`src/hdl/bppm_pkg.sv`:
```
// shared types and constants for the buffer pool pin manager
// no dependencies; imported by bppm_frame_ram, buffer_pool_pin_manager_unit and its test bench
`timescale 1ns / 1ps

package bppm_pkg;

   localparam int NUM_FRAMES = 16;
   localparam int FRAME_W    = 4;
   localparam int TAG_W      = 32;
   localparam int PIN_W      = 8;
   localparam int AVAIL_W    = 5;
   localparam int SCAN_W     = $clog2(NUM_FRAMES + 1);

   localparam logic [PIN_W-1:0] PIN_MAX = {PIN_W{1'b1}};

   localparam int REQ_DATA_W = 40;
   localparam int RSP_DATA_W = 16;

   localparam logic CMD_PIN   = 1'b0;
   localparam logic CMD_UNPIN = 1'b1;

   typedef logic [FRAME_W-1:0] frame_idx_type;
   typedef logic [PIN_W-1:0]   pin_type;
   typedef logic [TAG_W-1:0]   tag_type;
   typedef logic [AVAIL_W-1:0] avail_type;

   typedef struct packed {
      tag_type tag;
      pin_type pins;
   } entry_type;

endpackage

```
`src/hdl/bppm_frame_ram.sv`:
```
// frame table memory: block tag and pin count per frame
// one write port, one read port, registered read data; uses bppm_pkg
`timescale 1ns / 1ps

module bppm_frame_ram (
   input  logic                   clock,
   input  logic                   wr_en,
   input  bppm_pkg::frame_idx_type wr_addr,
   input  bppm_pkg::entry_type    wr_data,
   input  bppm_pkg::frame_idx_type rd_addr,
   output bppm_pkg::entry_type    rd_data
);
   import bppm_pkg::*;

   entry_type mem [NUM_FRAMES];
   entry_type rd_data_ff;

   always_ff @(posedge clock) begin
      if (wr_en) begin
         mem[wr_addr] <= wr_data;
      end
      rd_data_ff <= mem[rd_addr];
   end

   assign rd_data = rd_data_ff;

endmodule

```
`src/hdl/buffer_pool_pin_manager_unit.sv`:
```
// buffer pool pin manager: pin/unpin requests against a pool of frames
// depends on bppm_pkg and bppm_frame_ram
`timescale 1ns / 1ps
//
//   channel   direction  ports                 payload
//   req       in         req_tvalid/tready     tuser: command; tdata: block_id, frame_index
//   rsp       out        rsp_tvalid/tready     tdata: ok, frame, hit, load_needed,
//                                              available_count
//
// a pin reads every frame, one memory read per frame over the single read port of
// the frame table, whose read data is registered; it then decides and writes back,
// and the next request is taken once the unit is back in idle
// an unpin reads the frame, then decides and writes back
// reset clears the valid bits, which also stand for a zero pin count, so the
// table needs no clearing pass; the unpinned count resets to the pool size
// a new request is taken while the last result still waits on rsp_tready;
// the decide step holds until the result register is free

module buffer_pool_pin_manager_unit (
   input  logic                                 clock,
   input  logic                                 reset,
   // request channel
   input  logic                                 req_tvalid,
   output logic                                 req_tready,
   input  logic                                 req_tuser,   // [0] command
   input  logic [bppm_pkg::REQ_DATA_W-1:0]      req_tdata,   // [31:0] block_id,
                                                             // [35:32] frame_index, rest zero
   // result channel
   output logic                                 rsp_tvalid,
   input  logic                                 rsp_tready,
   output logic [bppm_pkg::RSP_DATA_W-1:0]      rsp_tdata    // [0] ok, [4:1] frame, [5] hit,
                                                             // [6] load_needed,
                                                             // [11:7] available_count, rest zero
);
   import bppm_pkg::*;

   typedef enum logic [1:0] {
      ST_IDLE,
      ST_SCAN,
      ST_UNPIN_RD,
      ST_DECIDE
   } state_type;

   state_type state_ff, state_in;

   // latched request
   logic          cmd_ff, cmd_in;
   tag_type       blk_ff, blk_in;
   frame_idx_type idx_ff, idx_in;

   // scan progress and findings
   logic [SCAN_W-1:0] scan_ff, scan_in;
   logic              hit_found_ff, hit_found_in;
   frame_idx_type     hit_idx_ff, hit_idx_in;
   pin_type           hit_cnt_ff, hit_cnt_in;
   logic              free_found_ff, free_found_in;
   frame_idx_type     free_idx_ff, free_idx_in;

   // pool state outside the table
   logic [NUM_FRAMES-1:0] valid_ff, valid_in;
   avail_type             avail_ff, avail_in;

   // result register
   logic          rsp_valid_ff, rsp_valid_in;
   logic          rsp_ok_ff, rsp_ok_in;
   frame_idx_type rsp_frame_ff, rsp_frame_in;
   logic          rsp_hit_ff, rsp_hit_in;
   logic          rsp_load_ff, rsp_load_in;
   avail_type     rsp_avail_ff, rsp_avail_in;

   // table port
   logic          wr_en;
   frame_idx_type wr_addr;
   entry_type     wr_data;
   frame_idx_type rd_addr;
   entry_type     rd_data;

   logic [SCAN_W-1:0] scan_m1;
   frame_idx_type     eval_idx;
   pin_type           eval_cnt;
   pin_type           unpin_cnt;
   logic              out_free;
   logic              pick_ok;
   frame_idx_type     pick_idx;
   pin_type           pick_cnt;

   bppm_frame_ram u_frame_ram (
      .clock  (clock),
      .wr_en  (wr_en),
      .wr_addr(wr_addr),
      .wr_data(wr_data),
      .rd_addr(rd_addr),
      .rd_data(rd_data)
   );

   // read address: the scan counter while scanning, the latched frame otherwise
   assign rd_addr = (state_ff == ST_SCAN) ? scan_ff[FRAME_W-1:0] : idx_ff;

   // data arriving now belongs to the previous scan address
   assign scan_m1  = scan_ff - SCAN_W'(1);
   assign eval_idx = scan_m1[FRAME_W-1:0];
   // a frame never pinned holds no count in the table
   assign eval_cnt  = valid_ff[eval_idx] ? rd_data.pins : '0;
   assign unpin_cnt = valid_ff[idx_ff] ? rd_data.pins : '0;

   assign out_free = !rsp_valid_ff || rsp_tready;

   // resident frame wins over the first unpinned one
   always_comb begin
      pick_ok  = 1'b1;
      pick_idx = hit_idx_ff;
      pick_cnt = hit_cnt_ff;
      priority if (hit_found_ff) begin
         pick_ok = 1'b1;
      end else if (free_found_ff) begin
         pick_idx = free_idx_ff;
         pick_cnt = '0;
      end else begin
         pick_ok = 1'b0;
      end
   end

   always_comb begin
      state_in      = state_ff;
      cmd_in        = cmd_ff;
      blk_in        = blk_ff;
      idx_in        = idx_ff;
      scan_in       = scan_ff;
      hit_found_in  = hit_found_ff;
      hit_idx_in    = hit_idx_ff;
      hit_cnt_in    = hit_cnt_ff;
      free_found_in = free_found_ff;
      free_idx_in   = free_idx_ff;
      valid_in      = valid_ff;
      avail_in      = avail_ff;
      rsp_valid_in  = rsp_valid_ff;
      rsp_ok_in     = rsp_ok_ff;
      rsp_frame_in  = rsp_frame_ff;
      rsp_hit_in    = rsp_hit_ff;
      rsp_load_in   = rsp_load_ff;
      rsp_avail_in  = rsp_avail_ff;
      wr_en         = 1'b0;
      wr_addr       = pick_idx;
      wr_data       = '{tag: blk_ff, pins: pick_cnt + PIN_W'(1)};

      if (rsp_valid_ff && rsp_tready) begin
         rsp_valid_in = 1'b0;
      end

      unique case (state_ff)
         ST_IDLE: begin
            if (req_tvalid) begin
               cmd_in        = req_tuser;
               blk_in        = req_tdata[TAG_W-1:0];
               idx_in        = req_tdata[TAG_W +: FRAME_W];
               scan_in       = '0;
               hit_found_in  = 1'b0;
               free_found_in = 1'b0;
               state_in      = (req_tuser == CMD_UNPIN) ? ST_UNPIN_RD : ST_SCAN;
            end
         end

         ST_SCAN: begin
            scan_in = scan_ff + SCAN_W'(1);
            if (scan_ff != '0) begin
               if (!hit_found_ff && valid_ff[eval_idx] && rd_data.tag == blk_ff) begin
                  hit_found_in = 1'b1;
                  hit_idx_in   = eval_idx;
                  hit_cnt_in   = rd_data.pins;
               end
               if (!free_found_ff && eval_cnt == '0) begin
                  free_found_in = 1'b1;
                  free_idx_in   = eval_idx;
               end
            end
            if (scan_ff == SCAN_W'(NUM_FRAMES)) begin
               state_in = ST_DECIDE;
            end
         end

         ST_UNPIN_RD: begin
            state_in = ST_DECIDE;
         end

         ST_DECIDE: begin
            if (out_free) begin
               rsp_valid_in = 1'b1;
               rsp_hit_in   = 1'b0;
               rsp_load_in  = 1'b0;
               state_in     = ST_IDLE;
               if (cmd_ff == CMD_PIN) begin
                  if (pick_ok && pick_cnt != PIN_MAX) begin
                     wr_en              = 1'b1;
                     valid_in[pick_idx] = 1'b1;
                     if (pick_cnt == '0 && avail_ff != '0) begin
                        avail_in = avail_ff - AVAIL_W'(1);
                     end
                     rsp_ok_in    = 1'b1;
                     rsp_frame_in = pick_idx;
                     rsp_hit_in   = hit_found_ff;
                     rsp_load_in  = !hit_found_ff;
                  end else begin
                     rsp_ok_in    = 1'b0;
                     rsp_frame_in = '0;
                  end
               end else begin
                  rsp_frame_in = idx_ff;
                  if (unpin_cnt != '0) begin
                     wr_en     = 1'b1;
                     wr_addr   = idx_ff;
                     wr_data   = '{tag: rd_data.tag, pins: unpin_cnt - PIN_W'(1)};
                     rsp_ok_in = 1'b1;
                     if (unpin_cnt == PIN_W'(1)) begin
                        avail_in = avail_ff + AVAIL_W'(1);
                     end
                  end else begin
                     rsp_ok_in = 1'b0;
                  end
               end
               rsp_avail_in = avail_in;
            end
         end

         default: begin
            state_in = ST_IDLE;
         end
      endcase
   end

   always_ff @(posedge clock) begin
      if (reset) begin
         state_ff      <= ST_IDLE;
         valid_ff      <= '0;
         avail_ff      <= AVAIL_W'(NUM_FRAMES);
         rsp_valid_ff  <= 1'b0;
         hit_found_ff  <= 1'b0;
         free_found_ff <= 1'b0;
         scan_ff       <= '0;
      end else begin
         state_ff      <= state_in;
         valid_ff      <= valid_in;
         avail_ff      <= avail_in;
         rsp_valid_ff  <= rsp_valid_in;
         hit_found_ff  <= hit_found_in;
         free_found_ff <= free_found_in;
         scan_ff       <= scan_in;
      end
      cmd_ff       <= cmd_in;
      blk_ff       <= blk_in;
      idx_ff       <= idx_in;
      hit_idx_ff   <= hit_idx_in;
      hit_cnt_ff   <= hit_cnt_in;
      free_idx_ff  <= free_idx_in;
      rsp_ok_ff    <= rsp_ok_in;
      rsp_frame_ff <= rsp_frame_in;
      rsp_hit_ff   <= rsp_hit_in;
      rsp_load_ff  <= rsp_load_in;
      rsp_avail_ff <= rsp_avail_in;
   end

   assign req_tready = (state_ff == ST_IDLE);
   assign rsp_tvalid = rsp_valid_ff;
   assign rsp_tdata  = {4'b0000, rsp_avail_ff, rsp_load_ff, rsp_hit_ff,
                        rsp_frame_ff, rsp_ok_ff};

endmodule

```
`config.mk`:
```
export PLATFORM = sky130hd
export DESIGN_NAME = buffer_pool_pin_manager_unit
export DESIGN_NICKNAME = d
export VERILOG_FILES = /design/src/hdl/bppm_pkg.sv /design/src/hdl/bppm_frame_ram.sv /design/src/hdl/buffer_pool_pin_manager_unit.sv
export SDC_FILE = /design/constraint.sdc
export NUM_CORES = 1
export LEC_CHECK = 0
export ABC_AREA = 1
export BUFFER_PORTS_ARGS = -buffer_cell sky130_fd_sc_hd__buf_2
export CAP_MARGIN = 20
export CELL_PAD_IN_SITES_DETAIL_PLACEMENT = 0
export CELL_PAD_IN_SITES_GLOBAL_PLACEMENT = 1
export CORE_AREA = 2 2 270 272
export DETAILED_ROUTE_END_ITERATION = 10
export DIE_AREA = 0 0 272 274
export PLACE_DENSITY = 0.75
export SYNTH_ARGS = -nofsm -noshare
export SYNTH_HDL_FRONTEND = slang
export SYNTH_SLANG_ARGS = --single-unit
```
`constraint.sdc`:
```
create_clock -name clock -period 6.7 [get_ports clock]
set_input_delay 1.005 -clock clock [delete_from_list [all_inputs] [get_ports clock]]
set_output_delay 1.005 -clock clock [all_outputs]
set_load 0.005 [all_outputs]
```
# Word-level counts from Yosys, hierarchy flattened
# Memory sizes are Yosys's and may differ from the RTL's. A register that Yosys moved wholly into a read port is not among the register bits.
# Index checks and enable logic that the tools add are counted.
dict set report totals {
  regBits 96
  mem_bits_rw 640
  mem_count 1
  wordCells 127
  output_inout_bits 18
}
dict set report classes {
  n_bitwise 3
  n_mux 54
  order_cmp 4
  eq_ne 13
  addsub 6
  reduce_logical 28
}
# name depth width read_ports rd_clocked_by_memory_dff wr line
set memory_table {}
lappend memory_table {u_frame_ram.mem 16 40 1 1 1 bppm_frame_ram.sv:15} ;# entry_type mem [NUM_FRAMES];
# cell count
set ops {}
lappend ops {{2-to-1 mux 40 bit} 4}
lappend ops {{2-to-1 mux 4 bit} 9}
lappend ops {{== test 32 bit} 1}
lappend ops {{2-to-1 mux 8 bit} 4}
lappend ops {{2-to-1 mux 5 bit} 6}
lappend ops {{2-to-1 mux 1 bit} 20}
lappend ops {{logical NOT 8 bit} 2}
lappend ops {{bitwise OR 16 bit} 1}
lappend ops {{< comparator 4 x 5 -> 1 bit, second input constant} 3}
lappend ops {{AND reduction 4 bit} 3}
lappend ops {{adder 5 x 1 -> 5 bit, second input constant} 2}
lappend ops {{case mux 5 bit (2 select lines)} 1}
lappend ops {{nonzero test 5 bit} 2}
lappend ops {{AND reduction 3 bit} 3}
lappend ops {{adder 8 x 1 -> 8 bit, second input constant} 1}
lappend ops {{binary-select mux 1 bit (select 4 bit)} 2}
lappend ops {{== test 8 x 1 -> 1 bit, second input constant} 1}
lappend ops {{2-to-1 mux 2 bit} 4}
lappend ops {{inequality test 2 x 1 -> 1 bit, second input constant} 4}
lappend ops {{inequality test 8 bit, second input constant} 1}
lappend ops {{case mux 2 bit (4 select lines)} 1}
lappend ops {{nonzero test 8 bit} 1}
lappend ops {{subtractor 8 x 1 -> 8 bit, second input constant} 1}
lappend ops {{logical AND 1 bit} 7}
lappend ops {{16 further kinds} 24}

# Longest topological paths before layout
dict set report depth {
  ltp_word 10
  ltp_mapped 20
}

# Hierarchy
# Synthesis repeated with hierarchy kept, for this count alone.
dict set report unflattened {
  cells_unflattened 3402
  area_unflattened_um2 34186.5
}
# module n_inst cells_per_inst seq_area_each_um2 area_each_um2
set modules_own_cells {}
lappend modules_own_cells {bppm_frame_ram 1 2643 20019.2 28290.9}
lappend modules_own_cells {buffer_pool_pin_manager_unit 1 759 2572.5 5895.7}

# Least setup slack after synthesis
# Ideal clock, no wire load.
dict set report synth_timing {
  path_kind {input -> register}
  from {input rsp_tready}
  to {memory u_frame_ram.mem[13][0] (netlist bit) (enable)}
  required_ps 6263
  setup_slack_ps 1824
  cell_stages 11
  t_arrival_ps 4438
  setup_ps 437
  cell_sequence {nor2_1 nor2_1 inv_1 nor2_1 nand2_4 buf_6 nand2_2 o21ai_2 inv_2 nand2_2 nor2_1}
}
dict set report synth_via {
  elab_chain_cells 5
  word_cells_on_any_way 7
  cone_classes {mux: 6; reduce/logical: 1}
}
# item line
set synth_rtl {}
lappend synth_rtl {{start: declaration} buffer_pool_pin_manager_unit.sv:30} ;# input logic rsp_tready,
lappend synth_rtl {{logical OR 1 bit (*)} buffer_pool_pin_manager_unit.sv:106} ;# assign out_free = !rsp_valid_ff || rsp_tready;
lappend synth_rtl {{2-to-1 mux 1 bit} buffer_pool_pin_manager_unit.sv:186} ;# if (out_free) begin
lappend synth_rtl {{2-to-1 mux 1 bit} buffer_pool_pin_manager_unit.sv:150} ;# unique case (state_ff)
lappend synth_rtl {{2-to-1 mux 1 bit} bppm_frame_ram.sv:19} ;# if (wr_en) begin
lappend synth_rtl {{2-to-1 mux 1 bit (implied by the code)} bppm_frame_ram.sv:20} ;# mem[wr_addr] <= wr_data;
lappend synth_rtl {{end: declaration} bppm_frame_ram.sv:15}
# Mark *: on every way between the ends. The rest lies on a longest branch, timed or not.

# Worst setup path after layout
dict set report layout_timing {
  from {register idx_ff[0]}
  to {memory u_frame_ram.mem[8][22] (netlist bit) (enable)}
}
dict set report layout_via {
  elab_chain_cells 10
  word_cells_on_any_way 14
  cone_classes {mux: 13; reduce/logical: 1}
}
# item line
set layout_rtl {}
lappend layout_rtl {{start: declaration} buffer_pool_pin_manager_unit.sv:49} ;# frame_idx_type idx_ff, idx_in;
lappend layout_rtl {{start signal: assignment} buffer_pool_pin_manager_unit.sv:250} ;# idx_ff <= idx_in;
lappend layout_rtl {{binary-select mux 1 bit (select 4 bit)} buffer_pool_pin_manager_unit.sv:104} ;# assign unpin_cnt = valid_ff[idx_ff] ? rd_data.pins : '0;
lappend layout_rtl {{2-to-1 mux 1 bit (implied by the code)} buffer_pool_pin_manager_unit.sv:104}
lappend layout_rtl {{2-to-1 mux 8 bit} buffer_pool_pin_manager_unit.sv:104}
lappend layout_rtl {{nonzero test 8 bit} buffer_pool_pin_manager_unit.sv:208} ;# if (unpin_cnt != '0) begin
lappend layout_rtl {{2-to-1 mux 1 bit} buffer_pool_pin_manager_unit.sv:208}
lappend layout_rtl {{2-to-1 mux 1 bit} buffer_pool_pin_manager_unit.sv:191} ;# if (cmd_ff == CMD_PIN) begin
lappend layout_rtl {{2-to-1 mux 1 bit} buffer_pool_pin_manager_unit.sv:186}
lappend layout_rtl {{2-to-1 mux 1 bit} buffer_pool_pin_manager_unit.sv:150}
lappend layout_rtl {{2-to-1 mux 1 bit} bppm_frame_ram.sv:19}
lappend layout_rtl {{2-to-1 mux 1 bit (implied by the code)} bppm_frame_ram.sv:20}
# Several ways; a longest one is shown, not always the timed one. The select of a mux whose other input is x is not followed.

==> metrics.yaml <==
finalSetupViolCount: 0
core_area_mm2: 0.07197
synth_edf_count: 705
critPathArrivalTime_ns: 4.87
hold_buffers: 0
root_buffer: "clkbuf_16"
io_pins: 63
fp.dieW_um: 272
fin_crit_sh_pct: 68.05
syn_area_per_cell_um2: 11.60
grt_overflow_total: 0
groute.usage.overall_pct: 20.22
max_freq_mhz: 219.3
holdCritPathClass: "reg2reg"
start_util_pct: 44.53
antenna_cells: 0
synth-async-reset-ratio_pct: 0
synthFlopType: "edfxtp_1"
grt_pass1_wl_mm: 114.8
htree_levels: 3
syn_inst: 2763
insertion_delay_ns: 0.63
drt-met1-wl_mm: 33.06
post_cts_buffers: 0
yosysSeqAreaShare_pct: 70.50
clock-sinks: 776
post-synth-top-area-cell: "edfxtp_1"
route.met3.wl_mm: 4.716
crit_fanout: 19
drtPass1Iterations: 5
fin_worst_skew_ns: 0.02746
end_kind: "flop"
final-hold-violation-count: 0
highest_layer: "met4"
fin_total_pwr_w: 0.01386
routabilityCongestion: 0.8411
die_h_um: 274
maxSlewHeadroom_pct: 27.50
path_clk_slew_ns: 0.06
drive_gt1_share_pct: 10.11
synthTopCellsByCount: "edfxtp_1, inv_1, nand2_1"
maxCapViolations: 0
start_kind: "flop"
fillers: 6241
numCtsBuffers: 81
synth.most_common_cell: "edfxtp_1"
slew_viol_final: 0
cts_resized: 0
port_buffers: 54
antenna_found_initial: 1
ys_ff_latch: 776
synthTopCellsByArea: "edfxtp_1, inv_1, dfxtp_1"
required_ns: 7.01
ys_warn_count: 0
synthDominantCellAreaShare_pct: 66.06
power_density_mw_per_mm2: 383.4
grt_max_degree: 204
dp_hpwl_mm: 39.68
status: "completed"
rsz0062_at_grt: "no"
synth.distinct_cells: 37
grt_pass1_vias: 19634
post_drt_via_cell_ratio: 5.289
vias: 20299
routed_wl_mm: 74.80
tns_ns: 0
min_period_ns: 4.559
num_rows: 99
leakage_nw: 13.55
crit_type: "reg2reg"
drt_iter0_drc: 1739
ant_nets: 0
syn_area_mm2: 0.03205
worst-slew-pin-transition_ns: 1.085
vdd_drop_max_mv: 0.3481
final_nets: 2870
drt_drc_violations_left: 0
clockBufferDepth: 3
wl_met2_mm: 35.46
layout-area-overhead-vs-synth_pct: 12.80
cts_tree: "yes"
die-area_mm2: 0.07453
wl_per_cell_um: 19.49
[power breakdown]
group | internal (W) | switching [W] | total (W)
sequential | 0.00581 | 0.000152 | 0.00596
clock | 0.00250 | 0.00184 | 0.00434
combinational | 0.00102 | 0.00254 | 0.00356
[critical path, stage by stage (launching register included)]
cell      delay (ns)
edfxtp_1        0.63
inv_2           0.19
nand2_1         0.11
nand3_1         0.07
nand3_1         0.10
nand3_2         0.10
nand2_4         0.14
inv_1           0.09
nor2_1          0.17
inv_1           0.06
ha_1            0.24
nand3_4         0.13
nand2_4         0.17
o21ai_1         0.29
nand3_1         0.37
nor2_4          0.94
buf_4           0.41
[worst paths after layout]
check	start	to	slack, ns	depth (start not counted)
worst max-delay path	idx_ff[0]	u_frame_ram.mem[8][22]	2.14	16
worst min-delay path	u_frame_ram.rd_data[5]	hit_cnt_ff[5]	0.44	0
worst max register to register	idx_ff[0]	u_frame_ram.mem[8][22]	2.14	16
worst min register to register	u_frame_ram.rd_data[5]	hit_cnt_ff[5]	0.44	0
[through the flow]
step	cells	instance area [um2]	setup WS [ns]	util (%)	hold WS [ns]
2_1_floorplan	2766	32060	1.824	-	0.4082
3_3_place_gp	3688	33560	2.178	46.63	0.4222
3_5_place_dp	3688	33560	2.068	46.63	0.4236
4_1_cts	3837	36140	2.053	50.22	0.4381
5_1_grt	3838	36150	1.830	50.23	0.4531
6_report	3838	36150	2.141	50.23	0.4378
[registers in the layout, indices dropped and copies added, names as in the netlist, 4 cells and up]
signal,flops
u_frame_ram.mem,640
u_frame_ram.rd_data,40
blk_ff,32
valid_ff,16
hit_cnt_ff,8
avail_ff,5
rsp_avail_ff,5
scan_ff,5
free_idx_ff,4
hit_idx_ff,4
idx_ff,4
rsp_frame_ff,4
[layer usage]
layer  up-vias  global-route usage (%)
li1       9760                       -
met1      9841                   27.46
met2       572                   33.77
met3       126                   3.661
met4         0                   5.032
met5         -                       0
[area by class of cell]
type	count	area, um2	share of cell area, %
sequential	776	22590	62.50
tap	959	1200	3.319
clock inverter	41	361.6	1.000
inverter	434	1629	4.507
timing repair buffer	118	800.8	2.215
clock buffer	108	2221	6.144
multi-input combinational	1402	7345	20.32
[cells by family (layout without fill, tap and decap cells)]
| family | count (synthesis) | after routing | synth area share [%] |
|---|---|---|---|
| DFF | 776 | 776 | 70.50 |
| AOI/OAI and AO/OA | 688 | 688 | 12.12 |
| and+or+nand+nor | 675 | 675 | 9.152 |
| buffers and inverters | 588 | 701 | 7.122 |
| xor gates and xnor gates | 23 | 23 | 0.6286 |
| adders and majority gates | 12 | 12 | 0.4685 |
| other | 1 | 4 | 0.01170 |
[cells in the final DEF, fill, tap and decap left out, types with 5 or more instances in the layout]
cell       count
clkinv_1      10
dfxtp_1       71
clkbuf_1      20
nor3_1        14
o221ai_1      34
buf_2         54
xor2_1        16
xnor2_1        7
edfxtp_1     705
nand3_1      190
a21oi_1      258
buf_4         60
o21ai_1        6
o21ai_0      265
nor2_1        42
or2_2          9
o211ai_1     106
nand2_1      372
clkinv_2      20
inv_1        426
ha_1          12
o22ai_1        5
clkbuf_8       5
clkbuf_16     83
nor2_4        16
nand4_1       11
inv_2          8
Power figures use the tool's default switching activity.
